===== src/sv/pmtg_pkg.sv =====
`default_nettype none

package pmtg_pkg;

  localparam int PHASE_BITS_DEF      = 32;
  localparam int TABLE_ADDR_BITS_DEF = 8;
  localparam int SAMPLE_BITS_DEF     = 16;

  localparam int CFG_INDEX_BITS = 2;
  localparam int CFG_DATA_BITS  = 32;
  localparam int STEP_BITS      = 32;
  localparam int DEV_BITS       = 24;
  localparam int AMP_BITS       = 15;

  localparam logic [CFG_INDEX_BITS-1:0] REG_CARRIER_STEP   = 2'd0;
  localparam logic [CFG_INDEX_BITS-1:0] REG_MOD_STEP       = 2'd1;
  localparam logic [CFG_INDEX_BITS-1:0] REG_PEAK_DEVIATION = 2'd2;
  localparam logic [CFG_INDEX_BITS-1:0] REG_AMPLITUDE      = 2'd3;

  localparam logic [AMP_BITS-1:0] AMPLITUDE_RESET = 15'd32767;

  localparam logic [63:0] HALF_PI_Q30 = 64'd1686629713;

  typedef enum logic [2:0] {
    ST_IDLE,
    ST_MOD,
    ST_DEV,
    ST_TOT,
    ST_COS,
    ST_SIN,
    ST_EMIT
  } state_t;

  typedef struct packed {
    logic load;
    logic rd_mod;
    logic calc_dev;
    logic calc_tot;
    logic rd_cos;
    logic rd_sin;
    logic scale_i;
    logic emit;
  } cmd_t;

  typedef struct packed {
    logic out_free;
  } status_t;

  // quarter-wave sine entry, Q2.30 Taylor series, evaluated at elaboration
  function automatic logic [63:0] sine_entry(input int k, input int tab_bits,
                                             input int sample_bits);
    logic [63:0] n_tab;
    logic [63:0] x;
    logic [63:0] x2;
    logic [63:0] term;
    logic [63:0] sum;
    logic [63:0] full;
    logic [63:0] v;
    n_tab = 64'd1 << tab_bits;
    x = (HALF_PI_Q30 * 64'(2 * k + 1) + n_tab) >> (tab_bits + 1);
    x2 = (x * x) >> 30;
    term = x;
    sum = x;
    for (int n = 1; n <= 7; n++) begin
      term = (term * x2) >> 30;
      unique case (n)
        1: begin
          term = term / 64'd6;
        end
        2: begin
          term = term / 64'd20;
        end
        3: begin
          term = term / 64'd42;
        end
        4: begin
          term = term / 64'd72;
        end
        5: begin
          term = term / 64'd110;
        end
        6: begin
          term = term / 64'd156;
        end
        default: begin
          term = term / 64'd210;
        end
      endcase
      if (n[0]) begin
        sum = sum - term;
      end else begin
        sum = sum + term;
      end
    end
    full = (64'd1 << (sample_bits - 1)) - 64'd1;
    v = (sum * full + (64'd1 << 29)) >> 30;
    if (v > full) begin
      v = full;
    end
    return v;
  endfunction

endpackage

`default_nettype wire


===== src/sv/pmtg_sine_rom.sv =====
`default_nettype none

module pmtg_sine_rom #(
  parameter int TABLE_ADDR_BITS = pmtg_pkg::TABLE_ADDR_BITS_DEF,
  parameter int SAMPLE_BITS     = pmtg_pkg::SAMPLE_BITS_DEF
) (
  input  wire logic                       clk,
  input  wire logic                       rd_en,
  input  wire logic [TABLE_ADDR_BITS-1:0] rd_addr,
  input  wire logic                       rd_neg,
  output logic      [SAMPLE_BITS-2:0]     mag,
  output logic                            neg
);

  localparam int DEPTH = 1 << TABLE_ADDR_BITS;

  logic [SAMPLE_BITS-2:0] rom [DEPTH];

  for (genvar k = 0; k < DEPTH; k++) begin : g_rom
    localparam logic [63:0] V = pmtg_pkg::sine_entry(k, TABLE_ADDR_BITS, SAMPLE_BITS);
    assign rom[k] = V[SAMPLE_BITS-2:0];
  end

  always_ff @(posedge clk) begin
    if (rd_en) begin
      mag <= rom[rd_addr];
      neg <= rd_neg;
    end
  end

endmodule

`default_nettype wire


===== src/sv/pmtg_ctrl.sv =====
`default_nettype none

module pmtg_ctrl (
  input  wire logic              clk,
  input  wire logic              rst,
  input  wire logic              item_valid,
  output logic                   item_ready,
  input  wire pmtg_pkg::status_t status,
  output pmtg_pkg::cmd_t         cmd
);

  pmtg_pkg::state_t state;
  pmtg_pkg::state_t state_next;

  always_ff @(posedge clk) begin
    if (rst) begin
      state <= pmtg_pkg::ST_IDLE;
    end else begin
      state <= state_next;
    end
  end

  always_comb begin
    state_next = state;
    unique case (state)
      pmtg_pkg::ST_IDLE: begin
        if (item_valid) begin
          state_next = pmtg_pkg::ST_MOD;
        end
      end
      pmtg_pkg::ST_MOD: begin
        state_next = pmtg_pkg::ST_DEV;
      end
      pmtg_pkg::ST_DEV: begin
        state_next = pmtg_pkg::ST_TOT;
      end
      pmtg_pkg::ST_TOT: begin
        state_next = pmtg_pkg::ST_COS;
      end
      pmtg_pkg::ST_COS: begin
        state_next = pmtg_pkg::ST_SIN;
      end
      pmtg_pkg::ST_SIN: begin
        state_next = pmtg_pkg::ST_EMIT;
      end
      pmtg_pkg::ST_EMIT: begin
        if (status.out_free) begin
          state_next = pmtg_pkg::ST_IDLE;
        end
      end
      default: begin
        state_next = pmtg_pkg::ST_IDLE;
      end
    endcase
  end

  always_comb begin
    cmd        = '0;
    item_ready = 1'b0;
    unique case (state)
      pmtg_pkg::ST_IDLE: begin
        item_ready = 1'b1;
        cmd.load   = item_valid;
      end
      pmtg_pkg::ST_MOD: begin
        cmd.rd_mod = 1'b1;
      end
      pmtg_pkg::ST_DEV: begin
        cmd.calc_dev = 1'b1;
      end
      pmtg_pkg::ST_TOT: begin
        cmd.calc_tot = 1'b1;
      end
      pmtg_pkg::ST_COS: begin
        cmd.rd_cos = 1'b1;
      end
      pmtg_pkg::ST_SIN: begin
        cmd.scale_i = 1'b1;
        cmd.rd_sin  = 1'b1;
      end
      pmtg_pkg::ST_EMIT: begin
        cmd.emit = status.out_free;
      end
      default: begin
        cmd = '0;
      end
    endcase
  end

endmodule

`default_nettype wire


===== src/sv/pmtg_datapath.sv =====
`default_nettype none

module pmtg_datapath #(
  parameter int PHASE_BITS      = pmtg_pkg::PHASE_BITS_DEF,
  parameter int TABLE_ADDR_BITS = pmtg_pkg::TABLE_ADDR_BITS_DEF,
  parameter int SAMPLE_BITS     = pmtg_pkg::SAMPLE_BITS_DEF
) (
  input  wire logic                                   clk,
  input  wire logic                                   rst,
  input  wire pmtg_pkg::cmd_t                         cmd,
  output pmtg_pkg::status_t                           status,
  input  wire logic                                   restart,
  input  wire logic                                   block_end,
  input  wire logic                                   cfg_valid,
  input  wire logic [pmtg_pkg::CFG_INDEX_BITS-1:0]    cfg_index,
  input  wire logic [pmtg_pkg::CFG_DATA_BITS-1:0]     cfg_data,
  output logic                                        sample_valid,
  input  wire logic                                   sample_ready,
  output logic signed [SAMPLE_BITS-1:0]               i_sample,
  output logic signed [SAMPLE_BITS-1:0]               q_sample,
  output logic                                        last
);

  localparam int E  = PHASE_BITS - 15 - SAMPLE_BITS;
  localparam int PW = SAMPLE_BITS + pmtg_pkg::DEV_BITS + 1;
  localparam int DW = PW + PHASE_BITS;
  localparam int SW = SAMPLE_BITS + 15;

  logic [pmtg_pkg::STEP_BITS-1:0] carrier_step;
  logic [pmtg_pkg::STEP_BITS-1:0] mod_step;
  logic [pmtg_pkg::DEV_BITS-1:0]  peak_deviation;
  logic [pmtg_pkg::AMP_BITS-1:0]  amplitude;

  logic [PHASE_BITS-1:0] carrier_phase;
  logic [PHASE_BITS-1:0] mod_phase;
  logic [PHASE_BITS-1:0] total;
  logic signed [PW-1:0]  prod;
  logic signed [SAMPLE_BITS-1:0] i_hold;
  logic                  last_hold;

  logic [PHASE_BITS-1:0]      phase_src;
  logic [1:0]                 quad;
  logic [TABLE_ADDR_BITS-1:0] addr_raw;
  logic [TABLE_ADDR_BITS-1:0] rd_addr;
  logic                       rd_en;
  logic [SAMPLE_BITS-2:0]     rom_mag;
  logic                       rom_neg;

  logic signed [SAMPLE_BITS-1:0] mag_s;
  logic signed [SAMPLE_BITS-1:0] cm;
  logic signed [DW-1:0]          prod_ext;
  logic signed [DW-1:0]          dev_shift;
  logic [PHASE_BITS-1:0]         dphase;
  logic [SW-1:0]                 scale_sum;
  logic [SAMPLE_BITS-1:0]        scale_mag;
  logic signed [SAMPLE_BITS-1:0] scaled;

  // config registers
  always_ff @(posedge clk) begin
    if (rst) begin
      carrier_step   <= '0;
      mod_step       <= '0;
      peak_deviation <= '0;
      amplitude      <= pmtg_pkg::AMPLITUDE_RESET;
    end else if (cfg_valid) begin
      unique case (cfg_index)
        pmtg_pkg::REG_CARRIER_STEP: begin
          carrier_step <= cfg_data;
        end
        pmtg_pkg::REG_MOD_STEP: begin
          mod_step <= cfg_data;
        end
        pmtg_pkg::REG_PEAK_DEVIATION: begin
          peak_deviation <= cfg_data[pmtg_pkg::DEV_BITS-1:0];
        end
        pmtg_pkg::REG_AMPLITUDE: begin
          amplitude <= cfg_data[pmtg_pkg::AMP_BITS-1:0];
        end
        default: begin
          amplitude <= amplitude;
        end
      endcase
    end
  end

  // table lookup: quadrant folding, cosine is sine a quarter turn on
  assign phase_src = cmd.rd_mod ? mod_phase : total;
  assign quad      = phase_src[PHASE_BITS-1 -: 2] + {1'b0, cmd.rd_mod | cmd.rd_cos};
  assign addr_raw  = phase_src[PHASE_BITS-3 -: TABLE_ADDR_BITS];
  assign rd_addr   = quad[0] ? ~addr_raw : addr_raw;
  assign rd_en     = cmd.rd_mod | cmd.rd_cos | cmd.rd_sin;

  pmtg_sine_rom #(
    .TABLE_ADDR_BITS (TABLE_ADDR_BITS),
    .SAMPLE_BITS     (SAMPLE_BITS)
  ) u_rom (
    .clk     (clk),
    .rd_en   (rd_en),
    .rd_addr (rd_addr),
    .rd_neg  (quad[1]),
    .mag     (rom_mag),
    .neg     (rom_neg)
  );

  // deviation
  assign mag_s    = $signed({1'b0, rom_mag});
  assign cm       = rom_neg ? -mag_s : mag_s;
  assign prod_ext = DW'(prod);

  if (E >= 0) begin : g_dev_left
    assign dev_shift = prod_ext <<< E;
  end else begin : g_dev_right
    localparam int S = -E;
    localparam logic signed [DW-1:0] HALF = DW'(1) <<< (S - 1);
    assign dev_shift = (prod_ext + HALF) >>> S;
  end

  assign dphase = dev_shift[PHASE_BITS-1:0];

  // output scaling, round half away from zero
  assign scale_sum = SW'(amplitude) * SW'(rom_mag) + SW'(1 << 14);
  assign scale_mag = scale_sum[SW-1:15];
  assign scaled    = rom_neg ? -$signed(scale_mag) : $signed(scale_mag);

  always_ff @(posedge clk) begin
    if (cmd.load) begin
      last_hold <= block_end;
    end
    if (cmd.calc_dev) begin
      prod <= $signed({1'b0, peak_deviation}) * cm;
    end
    if (cmd.calc_tot) begin
      total <= carrier_phase + dphase;
    end
    if (cmd.scale_i) begin
      i_hold <= scaled;
    end
    if (cmd.emit) begin
      i_sample <= i_hold;
      q_sample <= scaled;
      last     <= last_hold;
    end
  end

  always_ff @(posedge clk) begin
    if (rst) begin
      carrier_phase <= '0;
      mod_phase     <= '0;
    end else if (cmd.load && restart) begin
      carrier_phase <= '0;
      mod_phase     <= '0;
    end else if (cmd.emit) begin
      carrier_phase <= carrier_phase + (PHASE_BITS)'(carrier_step);
      mod_phase     <= mod_phase + (PHASE_BITS)'(mod_step);
    end
  end

  always_ff @(posedge clk) begin
    if (rst) begin
      sample_valid <= 1'b0;
    end else if (cmd.emit) begin
      sample_valid <= 1'b1;
    end else if (sample_ready) begin
      sample_valid <= 1'b0;
    end
  end

  assign status.out_free = !sample_valid || sample_ready;

  a_emit_free: assert property (@(posedge clk) disable iff (rst)
    cmd.emit |-> (!sample_valid || sample_ready))
    else $error("word overwritten in output register");

  a_restart: assert property (@(posedge clk) disable iff (rst)
    (cmd.load && restart) |=> (carrier_phase == '0 && mod_phase == '0))
    else $error("restart did not clear phases");

  a_phase_hold: assert property (@(posedge clk) disable iff (rst)
    (!cmd.emit && !cmd.load) |=> ($stable(carrier_phase) && $stable(mod_phase)))
    else $error("phase moved outside emit");

endmodule

`default_nettype wire


===== src/sv/phase_modulated_tone_generator.sv =====
`default_nettype none

// Phase-modulated tone generator: each accepted input word yields one complex
// sample, amplitude times cos/sin of the carrier phase plus peak_deviation
// times the cosine of the modulation phase; restart zeroes both phases before
// the sample is formed, block_end comes back as last. The sequencer walks
// three lookups of the single-port quarter-wave ROM (registered read) and
// the deviation multiply one step a cycle. An output register holds a
// finished sample, so the next word is accepted and worked on while it
// waits; a stalled output holds the block in its final step. The sine
// table is constant, no clearing pass after reset. Configuration must be
// written only while idle, unenforced by the block; cfg_ready is always high.

module phase_modulated_tone_generator #(
  parameter int PHASE_BITS      = pmtg_pkg::PHASE_BITS_DEF,
  parameter int TABLE_ADDR_BITS = pmtg_pkg::TABLE_ADDR_BITS_DEF,
  parameter int SAMPLE_BITS     = pmtg_pkg::SAMPLE_BITS_DEF
) (
  input  wire logic                                clk,
  input  wire logic                                rst,
  input  wire logic                                item_valid,
  output logic                                     item_ready,
  input  wire logic                                restart,
  input  wire logic                                block_end,
  output logic                                     sample_valid,
  input  wire logic                                sample_ready,
  output logic signed [SAMPLE_BITS-1:0]            i_sample,
  output logic signed [SAMPLE_BITS-1:0]            q_sample,
  output logic                                     last,
  input  wire logic                                cfg_valid,
  output logic                                     cfg_ready,
  input  wire logic [pmtg_pkg::CFG_INDEX_BITS-1:0] cfg_index,
  input  wire logic [pmtg_pkg::CFG_DATA_BITS-1:0]  cfg_data
);

  pmtg_pkg::cmd_t    cmd;
  pmtg_pkg::status_t status;

  assign cfg_ready = 1'b1;

  pmtg_ctrl u_ctrl (
    .clk        (clk),
    .rst        (rst),
    .item_valid (item_valid),
    .item_ready (item_ready),
    .status     (status),
    .cmd        (cmd)
  );

  pmtg_datapath #(
    .PHASE_BITS      (PHASE_BITS),
    .TABLE_ADDR_BITS (TABLE_ADDR_BITS),
    .SAMPLE_BITS     (SAMPLE_BITS)
  ) u_dp (
    .clk          (clk),
    .rst          (rst),
    .cmd          (cmd),
    .status       (status),
    .restart      (restart),
    .block_end    (block_end),
    .cfg_valid    (cfg_valid),
    .cfg_index    (cfg_index),
    .cfg_data     (cfg_data),
    .sample_valid (sample_valid),
    .sample_ready (sample_ready),
    .i_sample     (i_sample),
    .q_sample     (q_sample),
    .last         (last)
  );

endmodule

`default_nettype wire

===== config.mk =====
export PLATFORM = sky130hd
export DESIGN_NAME = phase_modulated_tone_generator
export DESIGN_NICKNAME = d
export VERILOG_FILES = /design/src/sv/pmtg_pkg.sv /design/src/sv/pmtg_sine_rom.sv /design/src/sv/pmtg_ctrl.sv /design/src/sv/pmtg_datapath.sv /design/src/sv/phase_modulated_tone_generator.sv
export SDC_FILE = /design/constraint.sdc
export NUM_CORES = 2
export LEC_CHECK = 0
export BUFFER_PORTS_ARGS = -buffer_cell sky130_fd_sc_hd__buf_2
export CAP_MARGIN = 30
export CORE_UTILIZATION = 25
export CTS_CLUSTER_SIZE = 28
export DETAILED_ROUTE_END_ITERATION = 8
export HOLD_SLACK_MARGIN = 0.1
export PLACE_DENSITY = 0.39
export SLEW_MARGIN = 20
export SYNTH_ARGS = -nofsm -noshare
export SYNTH_HDL_FRONTEND = slang
export SYNTH_SLANG_ARGS = --single-unit

===== constraint.sdc =====
create_clock -name clk -period 8.6 [get_ports clk]
set_input_delay 0.86 -clock clk [delete_from_list [all_inputs] [get_ports clk]]
set_output_delay 0.86 -clock clk [all_outputs]
set_load 0.01 [all_outputs]

==> flow_summary.yaml <==
run_status:
  status: "complete, no violations"
synth:
  synth_edf_count: 107
  synth.largest_area_cell: "sky130_fd_sc_hd__fa_1"
  postSynth.topFlopCell: "sky130_fd_sc_hd__dfxtp_1"
  synth_cell_types: 94
  avgSynthCellArea_um2: 8.359
  synth_top_cell_area_share_pct: 24.59
  synth.net_count: 5109
  synth-seq-cells: 278
  synth.yosys.warnings: 0
  post_synth_instance_area_um2: 36070
  post_synth_main_area_contributors: "sky130_fd_sc_hd__fa_1 25%, sky130_fd_sc_hd__ha_1 11%, sky130_fd_sc_hd__dfxtp_1 9.5%"
  synthCells: 4315
  ys_seq_area_share_pct: 18.40
  postSynth.asyncResetShare_pct: 0
sta:
  rsz0062_at_grt: "false"
  part_of_the_cycle_the_worst_path_needs_pct: 95.66
  setup_viol_count_final: 0
  timing.fmax_mhz: 121.5
  tightest_slew_ns: 1.042
  report.final.slew_viol_count: 0
  clock-skew-final_ns: 0.05406
  period_needed_ns: 8.227
  final_hold_viol_count: 0
  timing.max_slew.rel_slack_pct: 29.77
  setup-tns-final_ns: 0
placed_design:
  buffer_ports.inserted: 75
  globalplace.congestion: 0.8956
  placed_area_um2: 38920
  numPlacedInstances: 6152
  post-dp-hpwl_mm: 95.01
die:
  num_rows: 139
  die_span_in_y_um: 381.8
  chipWidth_um: 381.8
  ioPinCount: 77
  initial_core_util_pct: 25.17
  die-area_um2: 145800
  total_core_area_um2: 143300
setup_path:
  path_class: "reg -> reg"
  critical-path-slowest-cell: "sky130_fd_sc_hd__xor2_1"
  critical-path-top-cell-by-count: "sky130_fd_sc_hd__fa_1"
  crit_path_largest_cell_delay_ns: 0.63
  cp.required_ns: 8.90
  worst-path-max-fanout: 7
  path_cells: "or4_1 > o31ai_2 > nand2_1 > xor2_1 > nand2_1 > fa_1 > inv_1 > fa_1 > fa_1 > fa_1 > fa_1 > inv_1 > fa_1 > inv_1 > ha_1 > a21o_1 > a21o_1 > o41ai_1 > buf_4 > nor4_1 > a211oi_1 > o21ai_0 > a31oi_1 > xnor2_1"
  arrival_ns: 8.52
  crit_path_end_kind: "flop"
  start_kind: "flop"
routing:
  detail_route.vias_per_cell: 4.820
  route.detailed.wl_per_inst_um: 20.23
  detail_route.drc_violations: 0
  detailroute.via_count: 29980
  post_route_antenna_net_violation_count: 0
  drt_iter0_markers: 2070
  wl_mm: 125.8
  firstDrtPassIters: 6
clock_tree:
  ctsHtreeMaxLevel: 2
  postCtsSetupBuffers: 0
  post_cts_resize_count: 0
  cts_tree: "yes"
  ctsLongestPathBuffers: 3
  tritoncts.num_buffers: 36
  insertion_delay_ns: 0.60
  clock_sinks: 278
  cts.clk_slew.worst_paths_ns: 0.06
  cts_root_buffer: "sky130_fd_sc_hd__clkbuf_16"
  cts-hold-fix-buffers: 0
layout:
  finalNetCount: 5084
  post_layout_instance_area_um2: 40230
  finish.cell_count_without_fillers: 6220
  antenna_cell_count: 0
  layout.core_utilization_pct: 28.08
  drive_above_1_share_pct: 7.320
  layout_stage_area_growth_over_the_synthesis_result_pct: 11.56
job:
  timing.max_cap.violations: 0
grt:
  antenna_found_initial: 21
  global_route_wire_length_before_repair_mm: 192.6
  grt_remaining_overflow: 0
  grt_pass1_vias: 30300
  grt_max_degree: 83
  track_usage_pct: 17.10
hold_path:
  class_of_the_worst_hold_path: "reg -> reg"
## area by class of cell
cell class                      instances  area (um2)
Clock buffer                           43       927.1
Tap cell                             1903        2381
Multi-Input combinational cell       3189       26440
Fill cell                           15600      103100
Timing Repair Buffer                  188        1274
Inverter                              597        2243
Clock inverter                         22       337.8
Sequential cell                       278        6636
## synth_stat cells, types with 15 or more instances
cell / count
sky130_fd_sc_hd__fa_1: 443
sky130_fd_sc_hd__a31oi_1: 31
sky130_fd_sc_hd__clkbuf_1: 198
sky130_fd_sc_hd__nor2b_1: 17
sky130_fd_sc_hd__nor2_1: 177
sky130_fd_sc_hd__xor2_1: 46
sky130_fd_sc_hd__a21o_1: 40
sky130_fd_sc_hd__o311ai_0: 25
sky130_fd_sc_hd__dfxtp_1: 171
sky130_fd_sc_hd__o31ai_1: 20
sky130_fd_sc_hd__xnor2_1: 102
sky130_fd_sc_hd__a311oi_1: 27
sky130_fd_sc_hd__inv_1: 592
sky130_fd_sc_hd__a21oi_1: 299
sky130_fd_sc_hd__buf_1: 16
sky130_fd_sc_hd__buf_2: 29
sky130_fd_sc_hd__edfxtp_1: 107
sky130_fd_sc_hd__a211oi_1: 40
sky130_fd_sc_hd__nand3_1: 60
sky130_fd_sc_hd__nor3_1: 67
sky130_fd_sc_hd__o211ai_1: 30
sky130_fd_sc_hd__a221oi_1: 16
sky130_fd_sc_hd__and2_1: 236
sky130_fd_sc_hd__o22ai_1: 15
sky130_fd_sc_hd__o21a_1: 17
sky130_fd_sc_hd__o21ai_0: 148
sky130_fd_sc_hd__or3_1: 15
sky130_fd_sc_hd__nand2b_1: 29
sky130_fd_sc_hd__nand2_1: 760
sky130_fd_sc_hd__nand3b_1: 19
sky130_fd_sc_hd__ha_1: 310
## state kept, by name, summed over array words and instances, names as in the netlist, 3 cells and up
name and count:
u_dp.amplitude 15, u_ctrl.state 3, u_dp.prod 31, u_dp.i_sample 16, u_dp.q_sample 16, u_dp.carrier_phase 32, u_dp.total 10, u_dp.i_hold 16
u_dp.mod_step 32, u_dp.peak_deviation 24, u_dp.u_rom.mag 15, u_dp.mod_phase 32, u_dp.carrier_step 32
## cells by family after synthesis
kind of cell,share of synthesized area [%]
AND/OR/NAND/NOR,18.66
buffers and inverters,9.009
AO/OA/AOI/OAI,14.49
adder cells (fa/ha/maj),35.34
flip-flops,18.40
XOR/XNOR,3.639
multiplexers,0.4475
other,0.01040
## final timing paths
path | from | to | slack [ns] | cells past startpoint
setup / recovery | u_dp.u_rom.mag[4] | u_dp.prod[30] | 0.37 | 24
hold / removal | u_dp.i_hold[2] | u_dp.i_sample[2] | 0.42 | 0
setup reg to reg | u_dp.u_rom.mag[4] | u_dp.prod[30] | 0.37 | 24
hold reg to reg | u_dp.i_hold[2] | u_dp.i_sample[2] | 0.42 | 0
## through the flow
stage               hold WS (ns)  setup slack [ns]
detailed placement        0.4057            0.5080
finish                    0.4171            0.3729
floorplan                 0.4003            0.7524
global route              0.4251            0.1012
CTS                       0.4197            0.4218
global placement          0.4021            0.5273
## placed cells by master, fill, tap and decap left out, types with 25 or more instances in the layout
| cell | count |
|---|---|
| sky130_fd_sc_hd__o21ai_0 | 147 |
| sky130_fd_sc_hd__nand2b_1 | 29 |
| sky130_fd_sc_hd__fa_1 | 443 |
| sky130_fd_sc_hd__o211ai_1 | 30 |
| sky130_fd_sc_hd__nand2_1 | 760 |
| sky130_fd_sc_hd__a21o_1 | 39 |
| sky130_fd_sc_hd__buf_2 | 75 |
| sky130_fd_sc_hd__nor2_1 | 175 |
| sky130_fd_sc_hd__nand3_1 | 59 |
| sky130_fd_sc_hd__a311oi_1 | 27 |
| sky130_fd_sc_hd__clkbuf_16 | 36 |
| sky130_fd_sc_hd__buf_4 | 107 |
| sky130_fd_sc_hd__edfxtp_1 | 107 |
| sky130_fd_sc_hd__xor2_1 | 42 |
| sky130_fd_sc_hd__a31oi_1 | 31 |
| sky130_fd_sc_hd__o311ai_0 | 25 |
| sky130_fd_sc_hd__and2_1 | 236 |
| sky130_fd_sc_hd__xnor2_1 | 87 |
| sky130_fd_sc_hd__nor3_1 | 67 |
| sky130_fd_sc_hd__inv_1 | 592 |
| sky130_fd_sc_hd__dfxtp_1 | 171 |
| sky130_fd_sc_hd__ha_1 | 310 |
| sky130_fd_sc_hd__a211oi_1 | 40 |
| sky130_fd_sc_hd__a21oi_1 | 299 |
## per-layer routing
metal  share of wire, %  global-route usage, %  up-vias
met5              0.011                      0        -
met4                1.5                  2.867        4
met3                5.2                  1.947      122
met2                 45                  27.31      831
met1                 48                  24.90    14930
li1                   -                      -    14100
## worst max-delay path, delay by kind of cell, from the launching register on
family,cells,cell delay (ns)
AND/OR/NAND/NOR,4,0.96
XOR/XNOR,2,0.71
adder cells (fa/ha/maj),7,3.36
buffers and inverters,4,0.35
AO/OA/AOI/OAI,7,2.17
flip-flops,1,0.37
Power is left out: the tool's default activity adds up to more than one toggle a clock period on the data nets, which glitch-free logic cannot reach.
